--- config.mk ---
export PLATFORM = sky130hd
export DESIGN_NAME = pwc_div
export DESIGN_NICKNAME = d
export VERILOG_FILES = /design/src/hdl/pwc_pkg.sv /design/src/hdl/pwc_div.sv
export SDC_FILE = /design/constraint.sdc
export NUM_CORES = 1
export LEC_CHECK = 0
export BUFFER_PORTS_ARGS = -buffer_cell sky130_fd_sc_hd__buf_2
export CAP_MARGIN = 20
export CELL_PAD_IN_SITES_DETAIL_PLACEMENT = 1
export CELL_PAD_IN_SITES_GLOBAL_PLACEMENT = 2
export CORE_MARGIN = 2
export CORE_UTILIZATION = 22
export CTS_CLUSTER_SIZE = 20
export DETAILED_ROUTE_END_ITERATION = 6
export PLACE_DENSITY = 0.7
export SETUP_SLACK_MARGIN = 0.1
export SLEW_MARGIN = 30
export SYNTH_ARGS = -nofsm -noshare
export SYNTH_HDL_FRONTEND = slang
export SYNTH_SLANG_ARGS = --single-unit
export TNS_END_PERCENT = 10
--- constraint.sdc ---
create_clock -name clk -period 0.8 [get_ports clk]
set_input_delay 0.24 -clock clk [delete_from_list [all_inputs] [get_ports clk]]
set_output_delay 0.24 -clock clk [all_outputs]
set_load 0.03 [all_outputs]
--- src/hdl/pwc_pkg.sv ---
package pwc_pkg;

	localparam int SIDE_DEF       = 128;
	localparam int MAX_STATES_DEF = 16;

	localparam int SEED_W   = 14;
	localparam int SHIFT_W  = 4;
	localparam int SPIN_W   = 4;
	localparam int OUT_W    = 15;
	localparam int WORD_W   = 32;
	localparam int NSTATE_W = 5;
	localparam int CFG_IDX_W = 2;

	typedef enum logic [CFG_IDX_W-1:0] {
		CFG_ADD_THRESHOLD = 2'd0,
		CFG_RNG_SEED      = 2'd1,
		CFG_NUM_STATES    = 2'd2
	} cfg_idx_t;

	typedef struct packed {
		logic [SEED_W-1:0]  seed_site;
		logic [SHIFT_W-1:0] state_shift;
	} pwc_req_t;

	typedef struct packed {
		logic [OUT_W-1:0] flip_count;
		logic [OUT_W-1:0] max_state_count;
	} pwc_res_t;

	typedef enum logic [3:0] {
		ST_CLEAR,
		ST_IDLE,
		ST_DIV1,
		ST_DIV2,
		ST_SEED_RD,
		ST_SEED_EV,
		ST_MOD,
		ST_POP,
		ST_POP_WT,
		ST_NB_RD,
		ST_NB_EV,
		ST_CNT_OLD,
		ST_CNT_NEW,
		ST_SCAN,
		ST_DONE
	} pwc_state_t;

	// xorshift32, shifts 13/17/5
	function automatic logic [WORD_W-1:0] xorshift32(input logic [WORD_W-1:0] s);
		logic [WORD_W-1:0] x;
		x = s;
		x = x ^ (x << 13);
		x = x ^ (x >> 17);
		x = x ^ (x << 5);
		return x;
	endfunction

endpackage

--- src/hdl/pwc_div.sv ---
// division of a seed-width value by SIDE through a reciprocal multiply;
// done rises in the cycle after start
module pwc_div #(
	parameter int SIDE = pwc_pkg::SIDE_DEF
) (
	input  logic                        clk,
	input  logic                        arst_n,
	input  logic                        start,
	input  logic [pwc_pkg::SEED_W-1:0]  dividend,
	output logic                        done,
	output logic [pwc_pkg::SEED_W-1:0]  quot,
	output logic [$clog2(SIDE)-1:0]     rem
);
	import pwc_pkg::*;

	localparam int RC_W   = $clog2(SIDE);
	localparam int SH     = SEED_W + RC_W;
	localparam int MUL_W  = SEED_W + 2;
	localparam int PROD_W = SEED_W + MUL_W;
	// ceil(2^SH / SIDE): exact quotient for every SEED_W-bit dividend
	localparam logic [MUL_W-1:0] RECIP =
		MUL_W'(((longint'(1) << SH) + longint'(SIDE) - 1) / longint'(SIDE));

	logic [SEED_W-1:0] num_q;
	logic [SEED_W-1:0] quot_q;
	logic              done_q;
	logic [PROD_W-1:0] prod;
	logic [SEED_W-1:0] back;

	assign prod = PROD_W'(dividend) * PROD_W'(RECIP);
	assign back = SEED_W'(quot_q * SEED_W'(SIDE));

	always_ff @(posedge clk or negedge arst_n) begin
		if (!arst_n)
			done_q <= 1'b0;
		else
			done_q <= start;
	end

	always_ff @(posedge clk) begin
		if (start) begin
			num_q  <= dividend;
			quot_q <= SEED_W'(prod >> SH);
		end
	end

	assign done = done_q;
	assign quot = quot_q;
	assign rem  = RC_W'(num_q - back);

endmodule

Word-level counts from Yosys, hierarchy flattened
Index checks and enable logic that the tools add are counted.
{"block": "totals", "elab_cells": 4, "regBits": 15}
{"block": "classes", "add_sub_neg": 1}
{"op": "$sub 7x1->7 const B", "count": 1}

Logic depth before layout (Yosys ltp)
{"block": "depth", "ltp_word": 1, "mapped_depth": 1, "mapped_depth_nobuf": 0}

Least setup slack after synthesis
OpenSTA, ideal clock, no wires.
{"block": "synth_timing", "path_kind": "reg2out", "startpoint": "reg quot_q[0], in the netlist quot[0]", "endpoint": "out quot[0] (netlist name)", "required_time_ps": 560, "path_stages_with_launch": 1, "setup_slack_ps": 64, "arrival_time_ps": 496, "path_cell_list": "edfxtp_1"}
{"item": "start, declared", "line": "pwc_div.sv:25", "text": "logic [SEED_W-1:0] quot_q;"}
{"item": "start signal, assigned", "line": "pwc_div.sv:43", "text": "quot_q <= SEED_W'(prod >> SH);"}
{"item": "end, declared", "line": "pwc_div.sv:11", "text": "output logic [pwc_pkg::SEED_W-1:0] quot,"}
No word-level cell between the ends.

Worst setup path after layout
{"block": "layout_timing", "startpoint": "reg num_q[4]", "endpoint": "out rem[4]"}
{"block": "layout_via", "elab_chain_len": 1}
{"item": "start, declared", "line": "pwc_div.sv:24", "text": "logic [SEED_W-1:0] num_q;"}
{"item": "start signal, assigned", "line": "pwc_div.sv:42", "text": "num_q <= dividend;"}
{"item": "$sub 7x1->7", "line": "pwc_div.sv:49", "text": "assign rem = RC_W'(num_q - back);"}
{"item": "end, declared", "line": "pwc_div.sv:12", "text": "output logic [$clog2(SIDE)-1:0] rem"}
Every way passes these cells.

==> qor.txt <==
largest net degree at the start of global routing = 16
gr ovfl total = 0
number of global-route vias before repair = 283
PortBufs = 31
total power per unit cell area = 2110 mW/mm^2
share of cells above drive strength 1 = 61.0%
IO Count = 39
Initial DRT Pass Iterations = 2
status = finished, violations left
Worst VDD drop = 845 uV
failing checks = negative setup slack
Critical Path RT = 0.56 ns
crit path cell chain = buf_6
Hold Crit Start = dividend[0]
Final Hold Viols = 0
Initial Util = 22.9%
RSZ-0062 raised after global routing = yes
number of setup buffers added after CTS = 0
Worst Hold Class = input pin to flop
gr usage total = 6.57%
Final ANT Viol Nets = 0
Area growth, synth to finish = 62.1%
crit path time final = 1.06 ns
placed cell area = 682 sq um
CP endpoint kind = output port
initial antenna violation count = 0
Clock Path Buffers = 2
DRT Wirelength = 801 um
Seq/Total Area, Yosys = 88.8%
drt wl/cell = 9.21 um
Crit path buffers/inverters = 1
pre-CTS WS = 0.0164 ns
Worst-path clk slew = 0.08 ns
Area contributors post-synth = edfxtp_1, buf_4, dfrtp_1
slowest CP cell = edfxtp_1
setup ws final = -0.259 ns
CTS tree = built
Num Clock Sinks = 15
final antenna diode count = 0
Tot Pwr = 1.71 mW
Rows = 17
routability cong. = 0.614
post-synth top area share = 83.8%
synth unique cells = 4
Warnings, synthesis = 0
synthesized cell area = 502 sq um
Arr. time, crit path = 0.82 ns
DRC = 0
max incr delay on CP = 0.39 ns
area leader, netlist = edfxtp_1
First DRT Iteration DRCs = 6
#FFs+latches synth = 15
clk root buf = clkbuf_4
Pleak = 0.356 nW
Synth Area per Inst = 21.8 sq um
startpoint class of the critical path = flop
Layout Nets = 77
top cell family by delay on the critical path = flip-flops
critical path class = flop to output port
critical path peak fanout = 1
worst hold stages = 1
core footprint = 0.00219 sq mm
Final Instance Area = 813 sq um
Highest Clock Rate = 944 MHz
first-pass GRT wire length = 1.18 mm
final worst-path cycle share = 132%
via count = 304
total CTS buffers = 3
pins over their slew limit = 0
Final Core Density = 37.1%
Via density = 3.49
Hold Path Sink = num_q[0]
number of max-cap violations = 0
chip height = 51.8 um
Gate Count Post-Synth = 23
die area = 0.00268 sq mm
Die W = 51.8 um
H-tree levels = 1
Finish-stage setup viols = 15
## worst max path at each step
stage                   from       to  slack (ns)  cells after the start
floorplan            quot[0]  quot[0]        0.06                      0
global placement       start  quot[2]        0.03                      2
detailed placement     start  quot[2]        0.02                      2
CTS                 num_q[1]   rem[1]       -0.28                      1
global route        num_q[2]   rem[2]       -0.31                      1
finish              num_q[4]   rem[4]       -0.26                      1
## metal layers
| layer | global-route usage [%] | up-vias | part of all wire [%] |
|---|---|---|---|
| met5 | 0 | - | 0 |
| met4 | 5.26 | 0 | 0 |
| met3 | 2.87 | 0 | 10 |
| met2 | 11.5 | 20 | 59 |
| met1 | 5.72 | 144 | 31 |
| li1 | - | 140 | - |
## power breakdown
group | internal, mW | switching [mW] | total, mW
Sequential | 0.925 | 0.0252 | 0.950
Combinational | 0.146 | 0.207 | 0.352
Clock | 0.185 | 0.225 | 0.410
## layout make-up
class | count | area (sq um)
multi-input cells | 7 | 26.3
repair buffers | 33 | 279
clock inverters | 1 | 5.00
flip-flops and latches | 15 | 445
fillers | 235 | 1380
clock buffers | 3 | 22.5
well taps | 28 | 35.0
## cell usage after synthesis
cell type,instances
buf_4,7
edfxtp_1,14
conb_1,1
dfrtp_1,1
## through the flow
stage                     hold slack, ns  instances  TNS [ns]
after floorplan                  -0.0556         29         0
after global placement            0.0190         82         0
after detailed placement          0.0204         82         0
after CTS                          0.122         87     -4.06
after global routing               0.110         87     -4.41
final                              0.136         87     -3.73
## flip-flops by register name, indices dropped and copies added, names as in the netlist
register / cells
done: 1
quot: 7
num_q: 7
## cell families (layout without fill, tap and decap cells)
group | Yosys count | count (layout) | synth area share (%)
DFF | 15 | 15 | 88.8
buffers and inverters | 7 | 37 | 10.5
other | 1 | 7 | 0.747
## timing repair
item	CTS	global route
setup endpoints to repair	15	15
gates resized for setup	30	0
hold endpoints to repair	1	0
hold buffers	1	0
## placed cells by master (no fill, tap or decap)
cell type / instances
clkinv_2: 1
buf_6: 15
conb_1: 7
buf_12: 1
buf_2: 16
dlygate4sd3_1: 1
dfrtp_1: 1
edfxtp_1: 14
clkbuf_4: 3
(Power assumes the default switching activity.)
